## config.mk

```make
export PLATFORM = sky130hd
export DESIGN_NAME = url_percent_codec_top
export DESIGN_NICKNAME = d
export VERILOG_FILES = /design/src/rtl/core/url_pc_pkg.sv /design/src/rtl/core/url_pc_front.sv /design/src/rtl/core/url_pc_fifo.sv /design/src/rtl/core/url_pc_back.sv /design/src/rtl/core/url_percent_codec_top.sv
export SDC_FILE = /design/constraint.sdc
export NUM_CORES = 1
export LEC_CHECK = 0
export CAP_MARGIN = 15
export CORE_ASPECT_RATIO = 1.25
export CORE_MARGIN = 3
export CORE_UTILIZATION = 64
export CTS_BUF_LIST = sky130_fd_sc_hd__clkbuf_4 sky130_fd_sc_hd__clkbuf_8 sky130_fd_sc_hd__clkbuf_16
export CTS_CLUSTER_DIAMETER = 200
export DETAILED_ROUTE_END_ITERATION = 16
export DONT_BUFFER_PORTS = 1
export PLACE_DENSITY = 0.8
export SLEW_MARGIN = 20
export SYNTH_ARGS = -nofsm -noshare
export SYNTH_HDL_FRONTEND = slang
export SYNTH_SLANG_ARGS = --single-unit
```

## constraint.sdc

```tcl
create_clock -name clk -period 3.15 [get_ports clk]
set_clock_uncertainty 0.05 [all_clocks]
set_input_delay 0 -clock clk [delete_from_list [all_inputs] [get_ports clk]]
set_output_delay 0 -clock clk [all_outputs]
set_load 0.01 [all_outputs]
```

## src/rtl/core/url_pc_pkg.sv

```systemverilog
// ----------------------------------------------------------------------------
// url_pc_pkg
// shared types, character constants and helpers of the url percent codec
// ----------------------------------------------------------------------------
package url_pc_pkg;

    localparam int FIFO_DEPTH = 4;

    localparam logic [7:0] CH_DASH    = 8'h2d;
    localparam logic [7:0] CH_UNDER   = 8'h5f;
    localparam logic [7:0] CH_DOT     = 8'h2e;
    localparam logic [7:0] CH_TILDE   = 8'h7e;
    localparam logic [7:0] CH_PLUS    = 8'h2b;
    localparam logic [7:0] CH_PERCENT = 8'h25;
    localparam logic [7:0] CH_SPACE   = 8'h20;

    // one queued command: either a single result or a three-byte escape
    typedef struct packed {
        logic [7:0] data;
        logic       triple;
        logic       valid;
        logic       bad;
        logic       last;
    } cmd_t;

    typedef struct packed {
        logic ok;
        logic [3:0] val;
    } hex_t;

    function automatic logic is_unreserved(input logic [7:0] c);
        logic r;
        r = ((c >= 8'h30) && (c <= 8'h39)) ||
            ((c >= 8'h61) && (c <= 8'h7a)) ||
            ((c >= 8'h41) && (c <= 8'h5a)) ||
            (c == CH_DASH) || (c == CH_UNDER) || (c == CH_DOT) || (c == CH_TILDE);
        return r;
    endfunction

    function automatic hex_t hex_value(input logic [7:0] c);
        hex_t r;
        logic [7:0] t;
        r = '0;
        t = 8'h00;
        if ((c >= 8'h30) && (c <= 8'h39))
        begin
            r.ok  = 1'b1;
            r.val = c[3:0];
        end
        else if ((c >= 8'h61) && (c <= 8'h66))
        begin
            t     = c - 8'h57;
            r.ok  = 1'b1;
            r.val = t[3:0];
        end
        else if ((c >= 8'h41) && (c <= 8'h46))
        begin
            t     = c - 8'h37;
            r.ok  = 1'b1;
            r.val = t[3:0];
        end
        return r;
    endfunction

    // lowercase hex digit for a nibble
    function automatic logic [7:0] hex_char(input logic [3:0] n);
        logic [7:0] r;
        if (n < 4'd10)
            r = 8'h30 + {4'h0, n};
        else
            r = 8'h57 + {4'h0, n};
        return r;
    endfunction

endpackage

```

## src/rtl/core/url_pc_front.sv

```systemverilog
// ----------------------------------------------------------------------------
// url_pc_front
// accepts input bytes, tracks decode escapes and issues result commands
// ----------------------------------------------------------------------------
module url_pc_front
(
    input  logic               clk,
    input  logic               rst_n,
    input  logic               cfg_we,
    input  logic               cfg_wdata,
    input  logic               s_tvalid,
    output logic               s_tready,
    input  logic [7:0]         s_tdata,   // in_byte
    input  logic               s_tlast,   // in_last
    output logic               push_valid,
    input  logic               push_ready,
    output url_pc_pkg::cmd_t   push_cmd
);

    typedef enum logic [1:0]
    {
        ESC_IDLE,
        ESC_FIRST,
        ESC_SECOND
    } esc_t;

    esc_t             phase_reg, phase_next;
    logic [3:0]       digit_reg, digit_next;
    logic             digit_ok_reg, digit_ok_next;
    logic             decode_mode_reg;
    logic             accept;
    logic             produce;
    url_pc_pkg::hex_t hv;
    url_pc_pkg::cmd_t cmd;

    assign s_tready = push_ready;
    assign accept   = s_tvalid && s_tready;

    always_comb
    begin
        hv            = url_pc_pkg::hex_value(s_tdata);
        phase_next    = phase_reg;
        digit_next    = digit_reg;
        digit_ok_next = digit_ok_reg;
        produce       = 1'b0;
        cmd           = '0;
        cmd.last      = s_tlast;
        if (!decode_mode_reg)
        begin
            phase_next    = ESC_IDLE;
            digit_next    = 4'h0;
            digit_ok_next = 1'b0;
            produce       = 1'b1;
            cmd.data      = s_tdata;
            cmd.valid     = 1'b1;
            cmd.triple    = !url_pc_pkg::is_unreserved(s_tdata);
        end
        else
        begin
            unique case (phase_reg)
                ESC_FIRST:
                begin
                    digit_ok_next = hv.ok;
                    digit_next    = hv.ok ? hv.val : 4'h0;
                    phase_next    = ESC_SECOND;
                    // escape cut short right after its first digit
                    if (s_tlast)
                    begin
                        produce   = 1'b1;
                        cmd.valid = hv.ok;
                        cmd.bad   = !hv.ok;
                        cmd.data  = hv.ok ? {4'h0, hv.val} : 8'h00;
                    end
                end
                ESC_SECOND:
                begin
                    produce    = 1'b1;
                    phase_next = ESC_IDLE;
                    if (digit_ok_reg)
                    begin
                        cmd.valid = 1'b1;
                        cmd.data  = hv.ok ? {digit_reg, hv.val} : {4'h0, digit_reg};
                    end
                    else
                    begin
                        cmd.bad = 1'b1;
                    end
                end
                default:
                begin
                    phase_next = ESC_IDLE;
                    if (s_tdata == url_pc_pkg::CH_PLUS)
                    begin
                        produce   = 1'b1;
                        cmd.valid = 1'b1;
                        cmd.data  = url_pc_pkg::CH_SPACE;
                    end
                    else if (s_tdata == url_pc_pkg::CH_PERCENT)
                    begin
                        phase_next    = ESC_FIRST;
                        digit_next    = 4'h0;
                        digit_ok_next = 1'b0;
                        if (s_tlast)
                        begin
                            produce = 1'b1;
                            cmd.bad = 1'b1;
                        end
                    end
                    else
                    begin
                        produce   = 1'b1;
                        cmd.valid = 1'b1;
                        cmd.data  = s_tdata;
                    end
                end
            endcase
        end
        if (s_tlast)
        begin
            phase_next    = ESC_IDLE;
            digit_next    = 4'h0;
            digit_ok_next = 1'b0;
        end
    end

    assign push_valid = accept && produce;
    assign push_cmd   = cmd;

    always_ff @(posedge clk or negedge rst_n)
    begin
        if (!rst_n)
        begin
            phase_reg       <= ESC_IDLE;
            digit_reg       <= 4'h0;
            digit_ok_reg    <= 1'b0;
            decode_mode_reg <= 1'b0;
        end
        else
        begin
            if (cfg_we)
                decode_mode_reg <= cfg_wdata;
            if (accept)
            begin
                phase_reg    <= phase_next;
                digit_reg    <= digit_next;
                digit_ok_reg <= digit_ok_next;
            end
        end
    end

`ifndef SYNTH
    a_last_idle: assert property (@(posedge clk) disable iff (!rst_n)
        (accept && s_tlast) |=> (phase_reg == ESC_IDLE))
        else $error("escape state not idle after end of string");
    a_encode_push: assert property (@(posedge clk) disable iff (!rst_n)
        (accept && !decode_mode_reg) |-> push_valid)
        else $error("encoded byte produced no command");
    a_second_push: assert property (@(posedge clk) disable iff (!rst_n)
        (accept && decode_mode_reg && (phase_reg == ESC_SECOND)) |-> push_valid)
        else $error("escape closed without a result");
`endif

endmodule

```

## src/rtl/core/url_pc_fifo.sv

```systemverilog
// ----------------------------------------------------------------------------
// url_pc_fifo
// short command queue between the front and the back
// ----------------------------------------------------------------------------
module url_pc_fifo
#(
    parameter int DEPTH = url_pc_pkg::FIFO_DEPTH
)
(
    input  logic             clk,
    input  logic             rst_n,
    input  logic             push_valid,
    output logic             push_ready,
    input  url_pc_pkg::cmd_t push_cmd,
    output logic             pop_valid,
    input  logic             pop_ready,
    output url_pc_pkg::cmd_t pop_cmd
);

    localparam int AW = (DEPTH > 1) ? $clog2(DEPTH) : 1;
    localparam int CW = $clog2(DEPTH + 1);

    url_pc_pkg::cmd_t entry_reg [DEPTH];
    logic [AW-1:0]    wr_ptr_reg, wr_ptr_next;
    logic [AW-1:0]    rd_ptr_reg, rd_ptr_next;
    logic [CW-1:0]    count_reg, count_next;
    logic             do_push, do_pop;

    assign push_ready = (count_reg != CW'(DEPTH));
    assign pop_valid  = (count_reg != '0);
    assign pop_cmd    = entry_reg[rd_ptr_reg];
    assign do_push    = push_valid && push_ready;
    assign do_pop     = pop_valid && pop_ready;

    always_comb
    begin
        wr_ptr_next = wr_ptr_reg;
        rd_ptr_next = rd_ptr_reg;
        count_next  = count_reg;
        if (do_push)
            wr_ptr_next = (wr_ptr_reg == AW'(DEPTH - 1)) ? '0 : wr_ptr_reg + 1'b1;
        if (do_pop)
            rd_ptr_next = (rd_ptr_reg == AW'(DEPTH - 1)) ? '0 : rd_ptr_reg + 1'b1;
        if (do_push && !do_pop)
            count_next = count_reg + 1'b1;
        else if (do_pop && !do_push)
            count_next = count_reg - 1'b1;
    end

    always_ff @(posedge clk or negedge rst_n)
    begin
        if (!rst_n)
        begin
            wr_ptr_reg <= '0;
            rd_ptr_reg <= '0;
            count_reg  <= '0;
        end
        else
        begin
            wr_ptr_reg <= wr_ptr_next;
            rd_ptr_reg <= rd_ptr_next;
            count_reg  <= count_next;
        end
    end

    always_ff @(posedge clk)
    begin
        if (do_push)
            entry_reg[wr_ptr_reg] <= push_cmd;
    end

`ifndef SYNTH
    a_count_bound: assert property (@(posedge clk) disable iff (!rst_n)
        count_reg <= CW'(DEPTH))
        else $error("queue count beyond depth");
    a_ptr_gap: assert property (@(posedge clk) disable iff (!rst_n)
        ((count_reg == '0) || (count_reg == CW'(DEPTH))) |-> (wr_ptr_reg == rd_ptr_reg))
        else $error("queue pointers out of step with count");
`endif

endmodule

```

## src/rtl/core/url_pc_back.sv

```systemverilog
// ----------------------------------------------------------------------------
// url_pc_back
// expands queued commands into output results, three beats for an escape
// ----------------------------------------------------------------------------
module url_pc_back
(
    input  logic             clk,
    input  logic             rst_n,
    input  logic             cmd_valid,
    output logic             cmd_ready,
    input  url_pc_pkg::cmd_t cmd,
    output logic             m_tvalid,
    input  logic             m_tready,
    output logic [7:0]       m_tdata,   // out_byte
    output logic             m_tlast,   // run_last
    output logic [2:0]       m_tuser    // byte_valid, string_end, bad_escape
);

    typedef enum logic [1:0]
    {
        BEAT_FIRST,
        BEAT_HIGH,
        BEAT_LOW
    } beat_t;

    beat_t beat_reg, beat_next;
    logic  final_beat;
    logic  xfer;

    assign final_beat = !cmd.triple || (beat_reg == BEAT_LOW);
    assign m_tvalid   = cmd_valid;
    assign xfer       = m_tvalid && m_tready;
    assign cmd_ready  = xfer && final_beat;
    assign m_tlast    = final_beat;
    assign m_tuser    = {cmd.bad, cmd.last && final_beat, cmd.valid};

    always_comb
    begin
        m_tdata = cmd.data;
        if (cmd.triple)
        begin
            unique case (beat_reg)
                BEAT_HIGH: m_tdata = url_pc_pkg::hex_char(cmd.data[7:4]);
                BEAT_LOW:  m_tdata = url_pc_pkg::hex_char(cmd.data[3:0]);
                default:   m_tdata = url_pc_pkg::CH_PERCENT;
            endcase
        end
    end

    always_comb
    begin
        beat_next = beat_reg;
        if (xfer)
        begin
            if (final_beat)
                beat_next = BEAT_FIRST;
            else if (beat_reg == BEAT_FIRST)
                beat_next = BEAT_HIGH;
            else
                beat_next = BEAT_LOW;
        end
    end

    always_ff @(posedge clk or negedge rst_n)
    begin
        if (!rst_n)
            beat_reg <= BEAT_FIRST;
        else
            beat_reg <= beat_next;
    end

`ifndef SYNTH
    a_mid_escape: assert property (@(posedge clk) disable iff (!rst_n)
        (beat_reg != BEAT_FIRST) |-> (cmd_valid && cmd.triple))
        else $error("escape beat without an escape command at the head");
`endif

endmodule

```

## src/rtl/core/url_percent_codec_top.sv

```systemverilog
// ----------------------------------------------------------------------------
// url_percent_codec_top
// byte-stream url percent encoder and decoder
// ----------------------------------------------------------------------------
// usage:
//   the s_ channel takes one character per transfer, tlast on the final
//   character of a string. the m_ channel gives result characters; tlast
//   marks the last result of an input byte, tuser[1] the last of a string,
//   tuser[0] a carried character, tuser[2] a broken decode escape.
//   cfg_we/cfg_wdata set the mode (0 encode, 1 decode) while idle.
// timing:
//   a result is registered in the command queue before it reaches the output. the front takes one
//   byte per cycle while the command queue (FIFO_DEPTH entries) has room; the
//   back moves one result per cycle while m_tready is high, so an encoded escape
//   gives three results and a plain byte one. decode bytes that only open
//   or advance an escape produce no result.
// reset and stall:
//   reset empties the queue, clears the escape state and selects encode.
//   when the receiver stalls the queue fills and then s_tready drops; no
//   transfer is lost on either side.
// ----------------------------------------------------------------------------
module url_percent_codec_top
#(
    parameter int FIFO_DEPTH = url_pc_pkg::FIFO_DEPTH
)
(
    input  logic       clk,
    input  logic       rst_n,
    input  logic       cfg_we,
    input  logic       cfg_wdata,
    input  logic       s_tvalid,
    output logic       s_tready,
    input  logic [7:0] s_tdata,   // in_byte
    input  logic       s_tlast,   // in_last
    output logic       m_tvalid,
    input  logic       m_tready,
    output logic [7:0] m_tdata,   // out_byte
    output logic       m_tlast,   // run_last
    output logic [2:0] m_tuser    // byte_valid, string_end, bad_escape
);

    logic             push_valid, push_ready;
    url_pc_pkg::cmd_t push_cmd;
    logic             pop_valid, pop_ready;
    url_pc_pkg::cmd_t pop_cmd;

    url_pc_front u_front
    (
        .clk        (clk),
        .rst_n      (rst_n),
        .cfg_we     (cfg_we),
        .cfg_wdata  (cfg_wdata),
        .s_tvalid   (s_tvalid),
        .s_tready   (s_tready),
        .s_tdata    (s_tdata),
        .s_tlast    (s_tlast),
        .push_valid (push_valid),
        .push_ready (push_ready),
        .push_cmd   (push_cmd)
    );

    url_pc_fifo #(.DEPTH(FIFO_DEPTH)) u_fifo
    (
        .clk        (clk),
        .rst_n      (rst_n),
        .push_valid (push_valid),
        .push_ready (push_ready),
        .push_cmd   (push_cmd),
        .pop_valid  (pop_valid),
        .pop_ready  (pop_ready),
        .pop_cmd    (pop_cmd)
    );

    url_pc_back u_back
    (
        .clk       (clk),
        .rst_n     (rst_n),
        .cmd_valid (pop_valid),
        .cmd_ready (pop_ready),
        .cmd       (pop_cmd),
        .m_tvalid  (m_tvalid),
        .m_tready  (m_tready),
        .m_tdata   (m_tdata),
        .m_tlast   (m_tlast),
        .m_tuser   (m_tuser)
    );

endmodule

```

# [Word-level counts from Yosys, hierarchy flattened]
# Memories as Yosys holds them, arrays and structs flattened.
# Index checks and enable logic that the tools add are counted.
[totals] regBits=17 latch_bits=0 ramBits=48 mem_bits_ro=0 inputBits=15 output_inout_bits=14 elab_cells=130 memories=1
[classes] addsub=10 mul=0 n_div=0 order_cmp=10 eq_ne=16 shifts=0 muxes=55 bitwise=0 reduce_logical=30
[memory_table] memory="u_fifo.entry_reg" depth=4 width=12 read_ports=1 rd_clocked_by_memory_dff=0 wr=1 line_no="url_pc_fifo.sv:23" text="url_pc_pkg::cmd_t entry_reg [DEPTH];"
[op_table] operator="two-way mux 8 bit" n=9
[op_table] operator="equality test 8 x 6 -> 1 bit (second input constant)" n=4
[op_table] operator="less-or-equal comparator 8 x 7 -> 1 bit (second input constant)" n=4
[op_table] operator="one-hot mux 8 bit (2 select lines)" n=2
[op_table] operator="two-way mux 4 bit" n=6
[op_table] operator="two-way mux 1 bit" n=20
[op_table] operator="adder 7 x 4 -> 8 bit (first input constant)" n=2
[op_table] operator="equality test 8 x 7 -> 1 bit (second input constant)" n=2
[op_table] operator=">= comparator 8 x 7 -> 1 bit (second input constant)" n=2
[op_table] operator="two-way mux 2 bit" n=8
[op_table] operator="two-way mux 5 bit" n=3
[op_table] operator="adder 6 x 4 -> 7 bit (first input constant)" n=2
[op_table] operator="logical AND 1 bit" n=14
[op_table] operator="equality test 2 bit (second input constant)" n=4
[op_table] operator=">= comparator 8 x 6 -> 1 bit (second input constant)" n=1
[op_table] operator="less-or-equal comparator 8 x 6 -> 1 bit (second input constant)" n=1
[op_table] operator="< comparator 4 bit (second input constant)" n=2
[op_table] operator="inequality test 4 bit (second input constant)" n=2
[op_table] operator="one-hot mux 2 bit (2 select lines)" n=2
[op_table] operator="one-hot mux 4 bit (2 select lines)" n=1
[op_table] operator="subtractor 4 x 3 -> 4 bit (second input constant)" n=2
[op_table] operator="logical OR 1 bit" n=7
[op_table] operator="two-way mux 3 bit" n=2
[op_table] operator="inequality test 3 bit (second input constant)" n=2
[op_table] operator="other kinds (10)" n=17

# [Logic depth before layout (Yosys ltp)]
[depth] word_depth=11 ltp_mapped=13 mapped_depth_nobuf=12

# [Cells and area by module]
# From an unflattened synthesis, not the netlist that was laid out.
[hier_totals] cells_unflattened=311 area_unflattened_um2=3743.6
[by_module_without_submodules] mod="url_pc_fifo" instances=1 cells_per_inst=100 area_each_um2=2197.1 seq_area_each_um2=1616.6
[by_module_without_submodules] mod="url_pc_front" instances=1 cells_per_inst=135 area_each_um2=1048.5 seq_area_each_um2=200.2
[by_module_without_submodules] mod="url_pc_back" instances=1 cells_per_inst=76 area_each_um2=498.0 seq_area_each_um2=50.0

# [Least setup slack after synthesis]
# Ideal clock, no wire load.
[synth_timing] path_kind="input to register" from="input port s_tdata[1]" to="register u_fifo.count_reg[2]" setup_ns=0.079 t_arrival_ns=2.437 required_ns=3.021 setup_slack_ns=0.584 cell_stages=13 n_path_buf=1 path_cell_list="clkbuf_1 > inv_1 > ha_1 > nand3b_1 > nor2_4 > and3_1 > a311oi_2 > ha_1 > inv_1 > fa_1 > xor2_1 > nor2_1 > xor2_1"
[synth_via] elab_chain_cells=10 elab_cells_between_ends=13 cone_classes="2 x eq/ne; 5 x mux; 6 x reduce/logical"
[synth_rtl] item="from (decl)" line_no="url_percent_codec_top.sv:33" text="input logic [7:0] s_tdata,"
[synth_rtl] item="equality test 8 x 6 -> 1 bit" line_no="url_pc_front.sv:98" text="else if (s_tdata == url_pc_pkg::CH_PERCENT)"
[synth_rtl] item="two-way mux 1 bit" line_no="url_pc_front.sv:98"
[synth_rtl] item="two-way mux 1 bit *" line_no="url_pc_front.sv:92" text="if (s_tdata == url_pc_pkg::CH_PLUS)"
[synth_rtl] item="one-hot mux 1 bit (2 select lines) *" line_no="url_pc_front.sv:60" text="unique case (phase_reg)"
[synth_rtl] item="two-way mux 1 bit *" line_no="url_pc_front.sv:48" text="if (!decode_mode_reg)"
[synth_rtl] item="logical AND 1 bit *" line_no="url_pc_front.sv:126" text="assign push_valid = accept && produce;"
[synth_rtl] item="logical AND 1 bit *" line_no="url_pc_fifo.sv:32" text="assign do_push = push_valid && push_ready;"
[synth_rtl] item="named net u_fifo.do_push" line_no="url_pc_fifo.sv:27" text="logic do_push, do_pop;"
[synth_rtl] item="zero test 1 bit" line_no="url_pc_fifo.sv:46" text="else if (do_pop && !do_push)"
[synth_rtl] item="logical AND 1 bit" line_no="url_pc_fifo.sv:46"
[synth_rtl] item="nonzero test 2 bit (no source line)"
[synth_rtl] item="to (signal assigned)" line_no="url_pc_fifo.sv:62" text="count_reg <= count_next;"
[synth_rtl] item="to (decl)" line_no="url_pc_fifo.sv:26" text="logic [CW-1:0] count_reg, count_next;"
# The timed path passes the listed nets; every way through them passes the cells marked *.
# A chain may end at the register's enable or synchronous reset.

# [Final worst setup path]
[layout_timing] from="register u_fifo.rd_ptr_reg[0]" to="output port m_tdata[2]"
[layout_via] elab_chain_cells=5 elab_cells_between_ends=11 cone_classes="4 x add/sub; 2 x order compare; 4 x mux; 1 x memory"
[layout_rtl] item="from (decl)" line_no="url_pc_fifo.sv:25" text="logic [AW-1:0] rd_ptr_reg, rd_ptr_next;"
[layout_rtl] item="from (signal assigned)" line_no="url_pc_fifo.sv:61" text="rd_ptr_reg <= rd_ptr_next;"
[layout_rtl] item="memory (4 x 12 bit) *"
[layout_rtl] item="adder 7 x 4 -> 8 bit, or another cell as far along" line_no="url_pc_pkg.sv:71" text="r = 8'h57 + {4'h0, n};"
[layout_rtl] item="two-way mux 8 bit" line_no="url_pc_pkg.sv:68" text="if (n < 4'd10)"
[layout_rtl] item="one-hot mux 8 bit (2 select lines)" line_no="url_pc_back.sv:42" text="unique case (beat_reg)"
[layout_rtl] item="two-way mux 8 bit *" line_no="url_pc_back.sv:40" text="if (cmd.triple)"
[layout_rtl] item="to (decl)" line_no="url_percent_codec_top.sv:37" text="output logic [7:0] m_tdata,"
# Mark *: on every way between the ends. The rest lies on a longest branch, timed or not.

==> out/qor.txt <==
CP required - 3.10 ns
Clk Tree Root Cell - clkbuf_8
Nets@finish - 360
Crit Path Max Fanout - 14
Clock sink count - 65
Area post-placement - 0.00371 mm²
P_int - 2.00 mW
CTS max path bufs - 2
Register-to-Register Setup Slack - 0.42 ns
Final core occ - 73.9%
Max reg flops - 48
First-pass GRT wire length - 12.5 mm
Final wirelength - 7.59 mm
Crit path kind - flop to output port
Synthesized cell area - 0.00368 mm²
Wire length per cell - 19.2 µm
Filler cells - 364
Most used DFF post-synth - edfxtp_1
Seq cells post-synth - 65
Post-synth EDFFs - 48
WHS - 0.0327 ns
Total grt overflow - 0
Yosys warns - 0
Sw Share - 36.9%
Max transition margin - 49.0%
Worst path slowest cell - mux4_1
Clk pwr share - 21.6%
Vias per cell - 6.42
Startpoint Class - flop
RSZ-0062 raised after global routing - no
Max-slew violation count - 0
Dpl hpwl - 5.40 mm
Syn nets - 343
Post-route clock period utilization - 88.9%
Layout cell share with drive strength beyond 1 - 11.4%
Total chip power - 3.17 mW
Row Count - 30
Status - complete, no violations
Distinct cell type count after synthesis - 58
Setup_tns - 0 ns
Mapped Avg Cell Area - 11.9 µm²
Comb pwr share - 40.5%
Area of the multi-input gates - 0.00167 mm²
CTS Buf Count - 9
Routed vias - 2,543
Register area - 0.00187 mm²
Endpoints failing hold - 0
Detailed Route Iter0 Violations - 153
Pin count of the biggest net entering global routing - 18
H-tree depth - 3
Antenna violations before repair - 0
LEAKAGE - 1.49 nW
Gpl congestion - 1.01
Io pins - 29
Core area - 0.00548 mm²
Setup Slack @ Placement - 0.419 ns
Crit-path max cell delay - 0.66 ns
Max-cap violations - 0
Fraction of registers with async set/reset - 26.2%
Mapped Cells - 310
DIE AREA - 0.00670 mm²
# port buffers - 0
PwrDens - 783 mW/mm²
CP Capture Type - output port
CTS tree - built
Final setup viols - 0
Die width - 73.8 µm
Fmax - 357 MHz
Commonest cells after routing, fill and taps aside - edfxtp_1 (48), nand2_1 (41), inv_1 (21), o21ai_0 (20), nor2_1 (19)
Cell Count, Final, Fillers Out - 396
Post-placement cell count - 365
Clock Pin Slew Worst Setup and Hold Paths - 0.07 ns
Final ANT Viol Nets - 0
Diode count - 0
Register share of total power - 37.9%
VDD IR max - 0.426 mV
DRT Pass-1 Iters - 5
Vias in the first global route - 2,522
Starting Density - 67.1%
Worst Path Arrival - 2.75 ns
Total GRT Usage - 24.9%
Fin area - 0.00405 mm²
# DRC - 0
Switch Pwr - 1.17 mW
Post-synthesis sequential area ratio - 50.7%
Area Overhead vs Synth - 10.1%
Critical path cell sequence - buf_4 > mux4_1 > inv_1 > ha_1 > nand2_1 > or4_1 > a31oi_1
Clock latency on the worst-skew pair - 0.33 ns
Most common cell after layout, fill and taps aside - edfxtp_1
Post-route setup slack - 0.351 ns
HP Class - input pin to flop
Worst-Margin Slew - 0.763 ns
Crit path time final - 2.80 ns
Die height - 90.8 µm
-- routing by layer --
layer	vias up	share of wire [%]	track usage (%)
li1	1208	-	-
met3	25	5.2	5.79
met2	94	55	43.7
met1	1216	38	28.9
met4	0	2.3	9.06
met5	-	0	0
-- final timing paths --
| check | startpoint | endpoint | cells after the start |
|---|---|---|---|
| setup reg to reg | u_front.phase_reg[0]$_DFFE_PN0P_ | u_fifo.count_reg[2]$_DFFE_PN0P_ | 10 |
| setup / recovery | u_fifo.rd_ptr_reg[0]$_DFFE_PN0P_ | m_tdata[2] | 7 |
| max in group asynchronous | rst_n | u_fifo.rd_ptr_reg[0]$_DFFE_PN0P_ | 1 |
| min in group asynchronous | rst_n | u_fifo.count_reg[0]$_DFFE_PN0P_ | 1 |
| hold / removal | s_tdata[2] | u_front.digit_reg[3]$_DFFE_PN0P_ | 3 |
| hold reg to reg | u_front.digit_reg[1]$_DFFE_PN0P_ | u_front.digit_reg[1]$_DFFE_PN0P_ | 2 |
-- synth_stat cells (2+ instances only) --
library cell	instances	area [µm²]
a32oi_1	2	17.5
o21ai_2	2	17.5
nand2_1	41	154
o31ai_1	3	22.5
buf_6	3	33.8
mux4_1	8	210
mux2_2	7	78.8
buf_2	3	15.0
nor4b_1	3	26.3
mux4_2	4	90.1
nor2b_1	6	37.5
o21ai_0	20	100
dfrtp_1	17	425
nor3_1	3	15.0
xnor2_1	3	26.3
a31oi_1	8	50.1
nor2_1	19	71.3
nand3b_1	2	15.0
nand3_1	4	20.0
xor2_1	2	17.5
o41ai_1	2	17.5
mux2i_1	2	20.0
clkbuf_1	5	18.8
ha_1	17	213
o221ai_1	2	17.5
and3_1	3	18.8
nand2b_1	4	25.0
a21oi_1	7	35.0
inv_1	21	78.8
o22ai_1	4	25.0
and2_1	9	56.3
edfxtp_1	48	1440
-- kinds of logic after synthesis --
family	after synthesis	synth area share [%]
flops	65	50.7
buf+inv	32	3.98
mux	21	10.8
compound gates	67	12.9
xor+xnor	5	1.19
fa+ha+maj	18	6.32
simple gates	102	14.0
-- area by class of cell --
| class | instances | area share [%] |
|---|---|---|
| flip-flops and latches | 65 | 46.1 |
| repair buffers | 17 | 4.08 |
| multi-input cells | 213 | 41.1 |
| clock buffers | 9 | 3.06 |
| inverters | 21 | 1.95 |
| well taps | 64 | 1.98 |
| clock inverters | 7 | 1.76 |
-- worst max-delay path: cells and delay by family, from the launching register on --
kind	cells	cell delay, ns
compound gates	1	0.31
simple gates	2	0.48
mux	1	0.66
buf+inv	2	0.42
fa+ha+maj	1	0.18
flops	1	0.37
-- power by group through the flow --
stage	clock [mW]	sequential (mW)	combinational, mW
2_1_floorplan	0	1.19	1.05
3_3_place_gp	0	1.20	1.24
3_5_place_dp	0	1.22	1.27
4_1_cts	0.697	1.20	1.30
5_1_grt	0.739	1.22	1.42
6_report	0.686	1.20	1.29
-- repair_timing --
item                      CTS  global route
hold endpoints to repair   54             0
gates resized for setup     0             0
buffers inserted            0             0
hold buffers               15             0
Note: power is estimated with default switching activity, not from simulation.
